### config.mk
export PLATFORM = sky130hd
export DESIGN_NAME = mhd_cordic_stage
export DESIGN_NICKNAME = d
export VERILOG_FILES = /design/src/design/mhd_pkg.sv /design/src/design/mhd_cordic_stage.sv
export SDC_FILE = /design/constraint.sdc
export NUM_CORES = 1
export LEC_CHECK = 0
export ABC_AREA = 1
export BUFFER_PORTS_ARGS = -buffer_cell sky130_fd_sc_hd__buf_2
export CAP_MARGIN = 20
export CORE_ASPECT_RATIO = 2
export CORE_MARGIN = 5
export CORE_UTILIZATION = 45
export CTS_CLUSTER_SIZE = 25
export DETAILED_ROUTE_END_ITERATION = 6
export HOLD_SLACK_MARGIN = 0.02
export PLACE_DENSITY_LB_ADDON = 0.05
export SLEW_MARGIN = 5
export SYNTH_ARGS = -nofsm -noshare
export SYNTH_HDL_FRONTEND = slang
export SYNTH_SLANG_ARGS = --single-unit
### constraint.sdc
create_clock -name clk_i -period 0.9 [get_ports clk_i]
set_input_delay 0.09 -clock clk_i [delete_from_list [all_inputs] [get_ports clk_i]]
set_output_delay 0.09 -clock clk_i [all_outputs]
set_load 0.05 [all_outputs]
### src/design/mhd_pkg.sv
// ----------------------------------------------------------------------------
// mhd_pkg
// shared constants, types and the arctangent table of the m-psk demapper
// ----------------------------------------------------------------------------
package mhd_pkg;

  localparam int SAMPLE_WIDTH_DEF = 16;
  localparam int PHASE_WIDTH_DEF  = 16;

  // angle accumulator: 2^32 units per full turn
  localparam int ACC_W = 32;

  // symbol index and bits-per-symbol register
  localparam int                SYM_W     = 6;
  localparam int                BPS_W     = 3;
  localparam logic [BPS_W-1:0] BPS_RESET = 3'd2;
  localparam logic [BPS_W-1:0] BPS_MIN   = 3'd1;
  localparam logic [BPS_W-1:0] BPS_MAX   = 3'd6;

  // control that travels with each word through the pipeline
  typedef struct packed {
    logic valid;
    logic zero;   // sample at the origin, phase forced to zero
  } stage_ctrl_t;

  // atan(2^-i) in turns scaled by 2^32, rounded to nearest
  function automatic logic [ACC_W-1:0] atan_turns(input logic [4:0] idx);
    logic [ACC_W-1:0] val;
    unique case (idx)
      5'd0:    val = 32'h20000000;
      5'd1:    val = 32'h12E4051E;
      5'd2:    val = 32'h09FB385B;
      5'd3:    val = 32'h051111D4;
      5'd4:    val = 32'h028B0D43;
      5'd5:    val = 32'h0145D7E1;
      5'd6:    val = 32'h00A2F61E;
      5'd7:    val = 32'h00517C55;
      5'd8:    val = 32'h0028BE53;
      5'd9:    val = 32'h00145F2F;
      5'd10:   val = 32'h000A2F98;
      5'd11:   val = 32'h000517CC;
      5'd12:   val = 32'h00028BE6;
      5'd13:   val = 32'h000145F3;
      5'd14:   val = 32'h0000A2FA;
      5'd15:   val = 32'h0000517D;
      5'd16:   val = 32'h000028BE;
      5'd17:   val = 32'h0000145F;
      5'd18:   val = 32'h00000A30;
      5'd19:   val = 32'h00000518;
      5'd20:   val = 32'h0000028C;
      5'd21:   val = 32'h00000146;
      5'd22:   val = 32'h000000A3;
      5'd23:   val = 32'h00000051;
      5'd24:   val = 32'h00000029;
      5'd25:   val = 32'h00000014;
      5'd26:   val = 32'h0000000A;
      5'd27:   val = 32'h00000005;
      5'd28:   val = 32'h00000003;
      5'd29:   val = 32'h00000001;
      5'd30:   val = 32'h00000001;
      default: val = 32'h00000000;
    endcase
    return val;
  endfunction

endpackage

### src/design/mhd_cordic_stage.sv
// ----------------------------------------------------------------------------
// mhd_cordic_stage
// one registered cordic vectoring iteration
// ----------------------------------------------------------------------------
module mhd_cordic_stage #(
  parameter int DP_W = 37,
  parameter int IDX  = 0
) (
  input  logic                      clk_i,
  input  logic                      rst_ni,
  input  logic                      en_i,
  input  mhd_pkg::stage_ctrl_t      ctrl_i,
  input  logic signed [DP_W-1:0]    x_i,
  input  logic signed [DP_W-1:0]    y_i,
  input  logic [mhd_pkg::ACC_W-1:0] acc_i,
  output mhd_pkg::stage_ctrl_t      ctrl_o,
  output logic signed [DP_W-1:0]    x_o,
  output logic signed [DP_W-1:0]    y_o,
  output logic [mhd_pkg::ACC_W-1:0] acc_o
);
  import mhd_pkg::*;

  localparam logic [ACC_W-1:0] ATAN = atan_turns(5'(IDX));

  logic signed [DP_W-1:0] x_sh, y_sh, x_d, y_d, x_q, y_q;
  logic [ACC_W-1:0]       acc_d, acc_q;
  stage_ctrl_t            ctrl_q;

  always_comb begin
    x_sh = x_i >>> IDX;
    y_sh = y_i >>> IDX;
    // rotate toward the positive x axis
    if (!y_i[DP_W-1]) begin
      x_d   = x_i + y_sh;
      y_d   = y_i - x_sh;
      acc_d = acc_i + ATAN;
    end else begin
      x_d   = x_i - y_sh;
      y_d   = y_i + x_sh;
      acc_d = acc_i - ATAN;
    end
  end

  always_ff @(posedge clk_i or negedge rst_ni) begin
    if (!rst_ni) begin
      ctrl_q <= '0;
    end else if (en_i) begin
      ctrl_q <= ctrl_i;
    end
  end

  always_ff @(posedge clk_i) begin
    if (en_i) begin
      x_q   <= x_d;
      y_q   <= y_d;
      acc_q <= acc_d;
    end
  end

  assign ctrl_o = ctrl_q;
  assign x_o    = x_q;
  assign y_o    = y_q;
  assign acc_o  = acc_q;

endmodule

==> flow_summary.yaml, run 1 <==
place:
  gpl.final_weighted_congestion: 1.030
  portBuffers: 218
  placed_area_um2: 16580
  dp_slack_ns: -1.434
  dp_hpwl_mm: 42.89
  placedCellCount: 2633
yosys:
  number_of_enable_flip_flop_cells_after_synthesis: 105
  ys_warn_count: 0
  synth.cell_area_um2: 11580
  postSynthAreaPerCell_um2: 6.475
  async_sr_flop_fraction_pct: 1.869
  synth.yosys.seq_area_share_pct: 27.67
  yosys.cell_types.count: 44
  syn_nets: 2011
  synth_cells: 1788
  synth.ff_latch_count: 107
  most_used_dff_post_synth: "edfxtp_1"
floorplanning:
  die_w_um: 123.4
  ioPinCount: 219
  rows: 83
  start_util_pct: 45.32
  floorplan.die.height_um: 236.8
grt:
  grt_overflow: 5
  grt_max_degree: 40
  gr_util_all_layers_pct: 53.06
outcome:
  outcome: "did not finish"
  firstError: "[ERROR GRT-0232] Routing congestion too high. Check the congestion heatmap in the GUI."
  flow.stopped_at: "global routing (5_1_grt)"
cts:
  clock_tree.htree_level_count: 3
  cts-buffers-inserted: 9
  root_buffer: "clkbuf_16"
  clockBufferDepth: 2
  number_of_clock_sinks: 107
sta:
  worstEndpointGrtRepair: "y_o[13]$_DFFE_PP_/D"
  timing.worst_endpoint.kind: "sequential cell input"
[Yosys cell counts, drive strengths merged (10+ instances only)]
cell / instances / share of area [%]
a21oi: 122 / 5.3
buf: 40 / 2.3
edfxtp: 105 / 27
ha: 108 / 12
inv: 311 / 10
nand2: 597 / 20
nand3: 163 / 7.1
nor2: 148 / 5.0
nor3: 10 / 0.61
o21ai: 83 / 3.7
o21bai: 16 / 1.1
xor2: 32 / 2.4
[metrics by stage]
| stage | setup TNS [ns] | utilization (%) |
|---|---|---|
| detailed placement | -79.97 | 64.89 |
| CTS | -55.35 | 78.32 |
| floorplan | -44.10 | - |
| global placement | -79.44 | 64.89 |
[timing repair]
action                                 in CTS
pin swaps                                 157
hold buffers                               34
setup buffers                              49
endpoints found under the hold margin      34
resized for setup                         684
setup endpoints to repair                 180
[cells by family after synthesis]
| kind of cell | after synthesis | synth area share (%) |
|---|---|---|
| AND/OR/NAND/NOR | 940 | 33.59 |
| buffers and inverters | 358 | 12.62 |
| AO/OA/AOI/OAI | 233 | 10.82 |
| adder cells (fa/ha/maj) | 112 | 12.36 |
| flip-flops | 107 | 27.67 |
| XOR/XNOR | 34 | 2.572 |
| multiplexers | 4 | 0.3674 |
[metal layers]
layer | overflow | track usage (%)
met4 | 2 | 56.77
met3 | 0 | 21.30
met2 | 3 | 81.53
met1 | 0 | 49.81
met5 | 0 | 1.250
==> run 2, diff against run 1 <==
--- a/config.mk
+++ b/config.mk
@@ -8,13 +8,10 @@
 export ABC_AREA = 1
 export BUFFER_PORTS_ARGS = -buffer_cell sky130_fd_sc_hd__buf_2
 export CAP_MARGIN = 20
-export CORE_ASPECT_RATIO = 2
 export CORE_MARGIN = 5
-export CORE_UTILIZATION = 45
-export CTS_CLUSTER_SIZE = 25
+export CORE_UTILIZATION = 30
 export DETAILED_ROUTE_END_ITERATION = 6
-export HOLD_SLACK_MARGIN = 0.02
-export PLACE_DENSITY_LB_ADDON = 0.05
+export PLACE_DENSITY_LB_ADDON = 0.15
 export SLEW_MARGIN = 5
 export SYNTH_ARGS = -nofsm -noshare
 export SYNTH_HDL_FRONTEND = slang
==> run 2 against run 1 <==
Net effect:
- the flow now finishes, with violations (setup timing)
- synthesized area stayed put
- synthesized cell count is the same
==> flow_summary.yaml, run 2 <==
outcome:
  outcome: "finished with violations"
  violations: "setup timing"
sta:
  final_ws_setup_ns: -0.7482
  max_slew.worst_pin.slew_ns: 0.4928
  timing.final.max_slew_violations: 0
  timing.final.crit_share_pct: 183.1
  max_clock_freq_mhz: 606.7
  setup_viol_count_final: 178
  setup_repair_after_global_routing_missed_its_margin: "true"
  totalNegativeSetupSlack_ns: -55.50
  final-hold-violation-count: 0
  timing.max_slew.rel_slack_pct: 67.08
  final.setup_skew_ns: 0
  hold_ws_ns: 0.02323
  period_minus_slack_ns: 1.648
setup_path:
  cp_slowest_stage_delay_ns: 0.32
  crit-reg2reg-launch: "ctrl_o[1]"
  worst-endpoint-arrival_ns: 1.79
  r2r_setup_slack_ns: 0.11
  timing.critical_path.required_ns: 1.04
  worstSetupStartpointType: "input pin"
  cell_chain_critical_path: "buf_8 -> inv_4 -> ha_4 -> buf_8 -> nand2_8 -> nor2_4 -> nand2_2 -> nor2_4 -> buf_6 -> and3_4 -> nor2_2 -> nand2_1 -> nand2_1 -> nand3_2 -> nand2_1"
  worstSetupStartpoint: "x_i[9]"
  cp.buffers_inverters: 4
  critical_path_end_type: "flop"
  crit_path_top_delay_cell: "ha_4"
  timing.setup.critical_path_class: "in2reg"
  timing.reg2reg.worst_path_depth: 1
  critical_path.reg2reg.endpoint: "ctrl_o[1]"
  worstPathMaxFanout: 6
  cell_class_contributing_the_biggest_share_of_worst_path_delay: "simple AND/OR/NAND/NOR gates"
  most_prevalent_standard_cell_on_the_critical_path: "nand2_1"
yosys:
  syn_nets: 2011
  async_sr_flop_fraction_pct: 1.869
  synth.ff_latch_count: 107
  top_post_synthesis_cells_by_count: "nand2_1 (587), inv_1 (309), nand3_1 (161)"
  yosys.area.top_type: "edfxtp_1"
  yosysMostFrequentCell: "nand2_1"
  most_area_consuming_cells_after_synthesis: "edfxtp_1 (27%), nand2_1 (19%), ha_1 (12%), inv_1 (10%), nand3_1 (7.0%)"
  yosys.cell_types.count: 44
  synth_top_cell_area_share_pct: 27.23
  synth.yosys.seq_area_share_pct: 27.67
  number_of_enable_flip_flop_cells_after_synthesis: 105
  ys_warn_count: 0
  synth_cells: 1788
  synth.cell_area_um2: 11580
  most_used_dff_post_synth: "edfxtp_1"
  postSynthAreaPerCell_um2: 6.475
grt:
  first_global_vias: 13880
  grt_max_degree: 50
  grt_overflow: 0
  gr_util_all_layers_pct: 24.05
  antenna_found_initial: 0
  wire_length_of_the_first_global_routing_pass_mm: 78.75
layout:
  flow.area_growth_from_synthesis_pct: 88.62
  n_antenna_cell: 0
  final_net_count: 2648
  fill_cells: 3616
  largest_register_ffs: 37
  layout.cells.most_common: "buf_4"
  utilization_pct: 56.90
  layoutNonFillerInstCount: 2948
  drive_gt1_share_pct: 57.57
  fin_area_um2: 21840
  mostFrequentLayoutCells: "buf_4 (355), nand2_1 (336), inv_1 (203)"
cts:
  clockBufferDepth: 2
  clock_tree.htree_level_count: 3
  clock_insertion_delay_worst_skew_ns: 0.36
  clkSlewWorstSetupHoldPaths_ns: 0.09
  root_buffer: "clkbuf_16"
  clock_tree_from_tritoncts: "yes"
  cts-buffers-inserted: 9
  number_of_clock_sinks: 107
detailed_routing:
  post_detailed_route_wirelength_per_cell_um: 18.10
  route.antenna.remaining_nets: 0
  routed_wirelength_mm: 53.37
  dr.first_iter.drc_count: 865
  dr_total_vias: 13930
  drtPass1Iterations: 5
  ratio_of_routed_vias_to_standard_cells: 4.725
  drt_drc_violations_left: 0
floorplanning:
  core-area_um2: 38380
  ioPinCount: 219
  floorplan.die.height_um: 206.4
  start_util_pct: 30.17
  rows: 72
  die_w_um: 206.4
  floorplan.die_area_um2: 42620
place:
  dp_hpwl_mm: 43.37
  gpl.final_weighted_congestion: 0.9612
  dp_slack_ns: -1.289
  placed_area_um2: 16750
  placedCellCount: 2809
  portBuffers: 218
power_and_ir_drop:
  power_switching_share_pct: 44.62
  static-leakage-power_nw: 10.51
  intPower_mw: 14.98
  clockPowerShare_pct: 14.9
  power.share.sequential_pct: 24.6
  power.total_mw: 27.04
  power.ir.vdd_worst_uv: 973.9
  power_per_cell_area_nw_per_um2: 1238
  switchingPower_mw: 12.06
  pwr-share-comb_pct: 60.5
job:
  timing.max_cap.violations: 0
worst_hold_path:
  hold_path.class: "in2async"
[run 2: cell counts after synthesis]
No cell type changed its count.
[run 2: area by class of cell]
type	instances	area, µm²	share of cell area [%]
clock inverter	6	57.56	0.2636
multi-input combinational	1323	10430	47.76
inverter	311	1324	6.062
tap	518	648.1	2.968
timing repair buffer	673	5943	27.22
sequential	107	3206	14.68
clock buffer	10	229.0	1.049
[run 2: how the worst max path moves through the flow]
| stage | to | slack (ns) | cells past startpoint |
|---|---|---|---|
| after floorplan | y_o[32] | -0.75 | 15 |
| after global placement | y_o[32] | -1.30 | 13 |
| after detailed placement | y_o[19] | -1.29 | 13 |
| after CTS | y_o[23] | -0.67 | 13 |
| after global routing | x_o[35] | -0.83 | 15 |
| final | x_o[35] | -0.75 | 15 |
[run 2: cell families after synthesis]
| kind of cell | synth area share [%] |
|---|---|
| buffers and inverters | 12.62 |
| adders and majority gates | 12.36 |
| and+or+nand+nor | 33.59 |
| muxes | 0.3674 |
| xor gates and xnor gates | 2.572 |
| DFF | 27.67 |
| AOI/OAI and AO/OA | 10.82 |
[run 2: what timing repair did]
| item | CTS | global route |
|---|---|---|
| hold buffers | 32 | 0 |
| setup endpoints to repair | 180 | 180 |
| pin swaps | 186 | 157 |
| setup buffers | 66 | 52 |
| gates cloned | 0 | 0 |
| endpoints found under the hold margin | 33 | 0 |
| resized for setup | 728 | 325 |
[run 2: metal layers]
| metal | part of all wire, % | global-route usage [%] |
|---|---|---|
| met4 | 1.4 | 4.183 |
| met5 | 0 | 0 |
| met2 | 47 | 39.70 |
| met3 | 4.5 | 2.322 |
| met1 | 47 | 34.57 |
[run 2: power by group through the flow]
stage	Clock (mW)	Sequential [mW]	Combinational, mW
after floorplan	0	8.75	5.29
after global placement	0	6.58	12.2
after detailed placement	0	6.60	12.3
after CTS	4.21	6.65	14.9
after global routing	4.40	6.70	17.4
final	4.04	6.64	16.4
Power figures use the tool's default switching activity.
==> run 3, diff against run 2 <==
==> constraint.sdc (replaced) <==
create_clock -name clk_i -period 1.6 [get_ports clk_i]
set_input_delay 0.16 -clock clk_i [delete_from_list [all_inputs] [get_ports clk_i]]
set_output_delay 0.16 -clock clk_i [all_outputs]
set_load 0.05 [all_outputs]
==> run 3 against run 2 <==
Net effect:
- the run still ends with setup timing left
- worst setup slack improved by 0.64 ns
- clock skew did not move
- design area fell by 7.9%
- first-iteration DRC count fell by 18%
- core utilization fell by 4.5 points
- sequential power fell by 45%
- cell count fell by 1.7%
- non-clock buffer count fell by 49
- sequential cell count did not move
- clock-buffer cell count fell by 1
- critical endpoint is now y_o[31]
- largest power group unchanged
==> flow_summary.yaml, run 3 (synthesis gave the netlist of run 2 again) <==
outcome:
  outcome: "finished with violations"
  violations: "setup timing"
setup_path:
  cell_class_contributing_the_biggest_share_of_worst_path_delay: "simple AND/OR/NAND/NOR gates"
  cp_slowest_stage_delay_ns: 0.33
  crit_path_top_delay_cell: "ha_4"
  worst-endpoint-arrival_ns: 1.84
  worstPathMaxFanout: 6
  timing.setup.critical_path_class: "in2reg"
  cp.buffers_inverters: 3
  critical_path_end_type: "flop"
  worstSetupStartpointType: "input pin"
  cell_chain_critical_path: "buf_8 -> ha_4 -> nand2_4 -> buf_6 -> nor2_4 -> a21oi_4 -> o21ai_4 -> buf_4 -> nand2_2 -> nand2_1 -> nand2_1 -> nand3_2 -> nand2_2"
  timing.critical_path.required_ns: 1.73
grt:
  gr_util_all_layers_pct: 22.50
  grt_overflow: 0
  grt_max_degree: 70
  antenna_found_initial: 1
  wire_length_of_the_first_global_routing_pass_mm: 73.57
  first_global_vias: 13330
cts:
  clock_tree.htree_level_count: 3
  clock_insertion_delay_worst_skew_ns: 0.36
  cts-buffers-inserted: 9
  root_buffer: "clkbuf_16"
  clock_tree_from_tritoncts: "yes"
  clockBufferDepth: 2
  number_of_clock_sinks: 107
  clkSlewWorstSetupHoldPaths_ns: 0.08
floorplanning:
  start_util_pct: 30.17
  rows: 72
  ioPinCount: 219
  floorplan.die.height_um: 206.4
  core-area_um2: 38380
  floorplan.die_area_um2: 42620
  die_w_um: 206.4
sta:
  max_slew.worst_pin.slew_ns: 0.4246
  final_ws_setup_ns: -0.1079
  setup_repair_after_global_routing_missed_its_margin: "true"
  timing.max_slew.rel_slack_pct: 71.60
  max_clock_freq_mhz: 585.5
  hold_ws_ns: 0.02886
  final.setup_skew_ns: 0
  final-hold-violation-count: 0
  setup_viol_count_final: 35
  period_minus_slack_ns: 1.708
  timing.final.max_slew_violations: 0
  timing.final.crit_share_pct: 106.7
job:
  timing.max_cap.violations: 0
detailed_routing:
  ratio_of_routed_vias_to_standard_cells: 4.704
  post_detailed_route_wirelength_per_cell_um: 17.34
  drt_drc_violations_left: 0
  route.antenna.remaining_nets: 0
  dr_total_vias: 13630
  routed_wirelength_mm: 50.24
  drtPass1Iterations: 5
  dr.first_iter.drc_count: 705
layout:
  n_antenna_cell: 0
  largest_register_ffs: 37
  final_net_count: 2599
  layout.cells.most_common: "nand2_1"
  flow.area_growth_from_synthesis_pct: 73.73
  mostFrequentLayoutCells: "nand2_1 (372), buf_4 (328), inv_1 (220)"
  drive_gt1_share_pct: 52.65
  fin_area_um2: 20110
power_and_ir_drop:
  static-leakage-power_nw: 9.868
  power.ir.vdd_worst_uv: 510.1
  power.total_mw: 14.38
  power_per_cell_area_nw_per_um2: 715.1
place:
  placed_area_um2: 16680
  dp_hpwl_mm: 41.29
  gpl.final_weighted_congestion: 0.9453
  portBuffers: 218
worst_hold_path:
  hold_path.class: "in2reg"
## run 3: cell count changes in the layout (fill, tap and decap cells not counted), moves of 7 or more
cell / delta
nor2_2: +7
nand2_1: +36
buf_4: -27
nor2_4: -7
nand3_1: +21
o21ai_2: -11
o21ai_0: +12
inv_2: -13
nand2_4: -12
inv_1: +17
nand3_2: -17
buf_6: -132
buf_2: +114
nand2_2: -20
## run 3: final cells by class
type,count,area [µm²]
clock inverter,6,86.33
tap,518,648.1
sequential,107,3203
clock buffer,9,225.2
fill,3722,18260
inverter,311,1311
timing repair buffer,624,4770
multi-input combinational,1323,9869
## run 3: worst paths after layout
path | startpoint | end | slack (ns) | cells past startpoint
max in group asynchronous | rst_ni | ctrl_o[0] | 1.39 | 2
hold reg to reg | ctrl_o[1] | ctrl_o[1] | 0.51 | 1
setup reg to reg | ctrl_o[0] | ctrl_o[0] | 0.85 | 1
hold / removal | ctrl_i[1] | ctrl_o[1] | 0.03 | 2
setup / recovery | y_i[4] | y_o[31] | -0.11 | 13
min in group asynchronous | rst_ni | ctrl_o[1] | 0.12 | 2
## run 3: repair_timing
action,CTS,global route
endpoints found under the hold margin,31,0
hold buffers,30,0
endpoints found under the setup margin,56,60
cloned,0,0
pin swaps,109,166
gates resized for setup,268,385
buffers inserted,26,35
## run 3: routing by layer
layer / share of wire (%) / GRT usage [%] / wire, µm / vias up
li1: - / - / - / 6820
met3: 5.9 / 2.558 / 2963 / 45
met2: 45 / 35.77 / 22690 / 411
met1: 47 / 32.84 / 23610 / 6356
met5: 0 / 0 / 0 / -
met4: 2.0 / 4.919 / 983 / 0
## run 3: power breakdown
group,switching (mW),total (mW),leakage (nW),internal (mW)
clock,1.14,2.51,0.154,1.37
combinational,5.12,8.24,8.66,3.12
sequential,0.105,3.63,1.05,3.53
total,6.36,14.4,9.87,8.02
## run 3: metrics by stage
step	cells	util (%)	setup TNS, ns	setup WS [ns]
finish	2898	52.41	-1.582	-0.1079
CTS	2866	48.06	-0.5115	-0.06190
global placement	2798	43.47	-33.67	-0.6667
detailed placement	2798	43.47	-34.18	-0.7003
global route	2898	52.41	-5.741	-0.2054
floorplan	1788	-	-2.092	-0.1220
==> run 4, diff against run 3 <==
--- a/config.mk
+++ b/config.mk
@@ -12,6 +12,7 @@
 export CORE_UTILIZATION = 30
 export DETAILED_ROUTE_END_ITERATION = 6
 export PLACE_DENSITY_LB_ADDON = 0.15
+export SKIP_CTS_REPAIR_TIMING = 1
 export SLEW_MARGIN = 5
 export SYNTH_ARGS = -nofsm -noshare
 export SYNTH_HDL_FRONTEND = slang
==> run 4 against run 3 <==
Net effect:
- the flow still finishes with violations (setup timing)
- first-iteration DRC count rose by 7.9%
- design area fell by 0.60%
- register-to-register slack barely moved
- non-clock buffer count fell by 8
- core utilization fell by 0.32 points
- sequential power barely moved
- power fell by 0.28%
- sequential cell count did not move
- sequential share of layout area rose by 0.097 points
- highest routed layer unchanged
==> flow_summary.yaml, run 4 (synthesis gave the netlist of run 2 again) <==
floorplanning:
  rows: 72
  die_w_um: 206.4
  core-area_um2: 38380
  start_util_pct: 30.17
  ioPinCount: 219
  floorplan.die.height_um: 206.4
  floorplan.die_area_um2: 42620
detailed_routing:
  drtPass1Iterations: 5
  route.antenna.remaining_nets: 0
  routed_wirelength_mm: 50.20
  ratio_of_routed_vias_to_standard_cells: 4.702
  post_detailed_route_wirelength_per_cell_um: 17.37
  dr_total_vias: 13590
  drt_drc_violations_left: 0
  dr.first_iter.drc_count: 761
setup_path:
  critical_path.reg2reg.endpoint: "ctrl_o[0]"
  worst-endpoint-arrival_ns: 1.87
  cp_slowest_stage_delay_ns: 0.33
  crit-reg2reg-launch: "ctrl_o[0]"
  timing.setup.critical_path_class: "in2reg"
  cell_chain_critical_path: "buf_8 -> clkinvlp_4 -> ha_4 -> nand2_4 -> nor2_4 -> nand3_2 -> nand3_2 -> nand2_2 -> nand2_4 -> a21oi_1 -> o21ai_1 -> o21ai_2 -> buf_4"
  cell_class_contributing_the_biggest_share_of_worst_path_delay: "simple AND/OR/NAND/NOR gates"
  crit_path_top_delay_cell: "ha_4"
  cp.buffers_inverters: 3
  critical_path_end_type: "flop"
  timing.critical_path.required_ns: 1.73
  worstSetupStartpointType: "input pin"
  r2r_setup_slack_ns: 0.86
  timing.reg2reg.worst_path_depth: 1
  worstPathMaxFanout: 4
sta:
  max_clock_freq_mhz: 574.8
  timing.final.crit_share_pct: 108.7
  final.setup_skew_ns: 0
  setup_viol_count_final: 38
  period_minus_slack_ns: 1.740
  max_slew.worst_pin.slew_ns: 0.4181
  final-hold-violation-count: 0
  setup_repair_after_global_routing_missed_its_margin: "true"
  timing.max_slew.rel_slack_pct: 72.13
  timing.final.max_slew_violations: 0
  final_ws_setup_ns: -0.1399
cts:
  clkSlewWorstSetupHoldPaths_ns: 0.07
  clock_tree.htree_level_count: 3
  number_of_clock_sinks: 107
  clockBufferDepth: 2
  clock_tree_from_tritoncts: "yes"
  root_buffer: "clkbuf_16"
  clock_insertion_delay_worst_skew_ns: 0.36
  cts-buffers-inserted: 9
worst_hold_path:
  hold_path.class: "in2reg"
  min_path_cells: 2
  hold-path-endpoint: "ctrl_o[1]"
  worstHoldStart: "ctrl_i[1]"
layout:
  multiInputGateArea_um2: 9844
  largest_register_ffs: 37
  mostFrequentLayoutCells: "nand2_1 (387), buf_4 (330), inv_1 (218)"
  final_net_count: 2591
  seqCellArea_um2: 3203
  drive_gt1_share_pct: 52.02
  n_antenna_cell: 0
  layoutNonFillerInstCount: 2890
  layout.cells.most_common: "nand2_1"
  fill_cells: 3768
  flow.area_growth_from_synthesis_pct: 72.68
job:
  timing.max_cap.violations: 0
place:
  dp_hpwl_mm: 41.29
  dp_slack_ns: -0.7003
  gpl.final_weighted_congestion: 0.9453
  portBuffers: 218
  placedCellCount: 2798
power_and_ir_drop:
  static-leakage-power_nw: 9.747
  power_per_cell_area_nw_per_um2: 717.4
  power.ir.vdd_worst_uv: 515.3
outcome:
  violations: "setup timing"
  outcome: "finished with violations"
grt:
  wire_length_of_the_first_global_routing_pass_mm: 71.04
  gr_util_all_layers_pct: 21.85
  grt_max_degree: 70
  antenna_found_initial: 0
  first_global_vias: 12730
  grt_overflow: 0
-- run 4: layer usage --
layer | wire (µm) | global-route usage [%]
met2 | 22860 | 34.36
met5 | 0 | 0
met1 | 24310 | 31.81
met3 | 2329 | 3.201
met4 | 712 | 4.610
-- run 4: metrics by stage --
stage	instance area, µm²	setup TNS [ns]	total power [mW]	hold WS (ns)	utilization (%)
floorplan	12840	-2.092	7.885	-0.1356	-
global placement	16680	-33.67	10.51	-0.05534	43.47
detailed placement	16680	-34.18	10.56	-0.05441	43.47
CTS	16990	-8.130	13.10	-0.4575	44.28
global route	19990	-5.260	15.11	0.01957	52.09
finish	19990	-2.052	14.34	0.02764	52.09
-- run 4: area by class of cell --
type,instances,area share (%)
flip-flops and latches,107,16.02
well taps,518,3.242
inverters,311,6.615
repair buffers,616,23.32
multi-input cells,1323,49.24
clock buffers,9,1.127
clock inverters,6,0.4318
-- run 4: worst max-delay path by stage --
| stage | startpoint | end | slack [ns] | cells past startpoint |
|---|---|---|---|---|
| 6_report | x_i[1] | y_o[17] | -0.14 | 13 |
| 5_1_grt | x_i[1] | x_o[25] | -0.16 | 14 |
| 4_1_cts | y_i[26] | y_o[36] | -0.30 | 13 |
| 3_5_place_dp | y_i[26] | y_o[36] | -0.70 | 13 |
| 3_3_place_gp | y_i[26] | y_o[36] | -0.67 | 13 |
| 2_1_floorplan | y_i[0] | y_o[32] | -0.12 | 15 |
-- run 4: where the power goes --
part / switching (mW) / leakage [nW] / internal, mW
Sequential: 0.106 / 1.05 / 3.53
Combinational: 5.12 / 8.54 / 3.10
Clock: 1.13 / 0.154 / 1.37
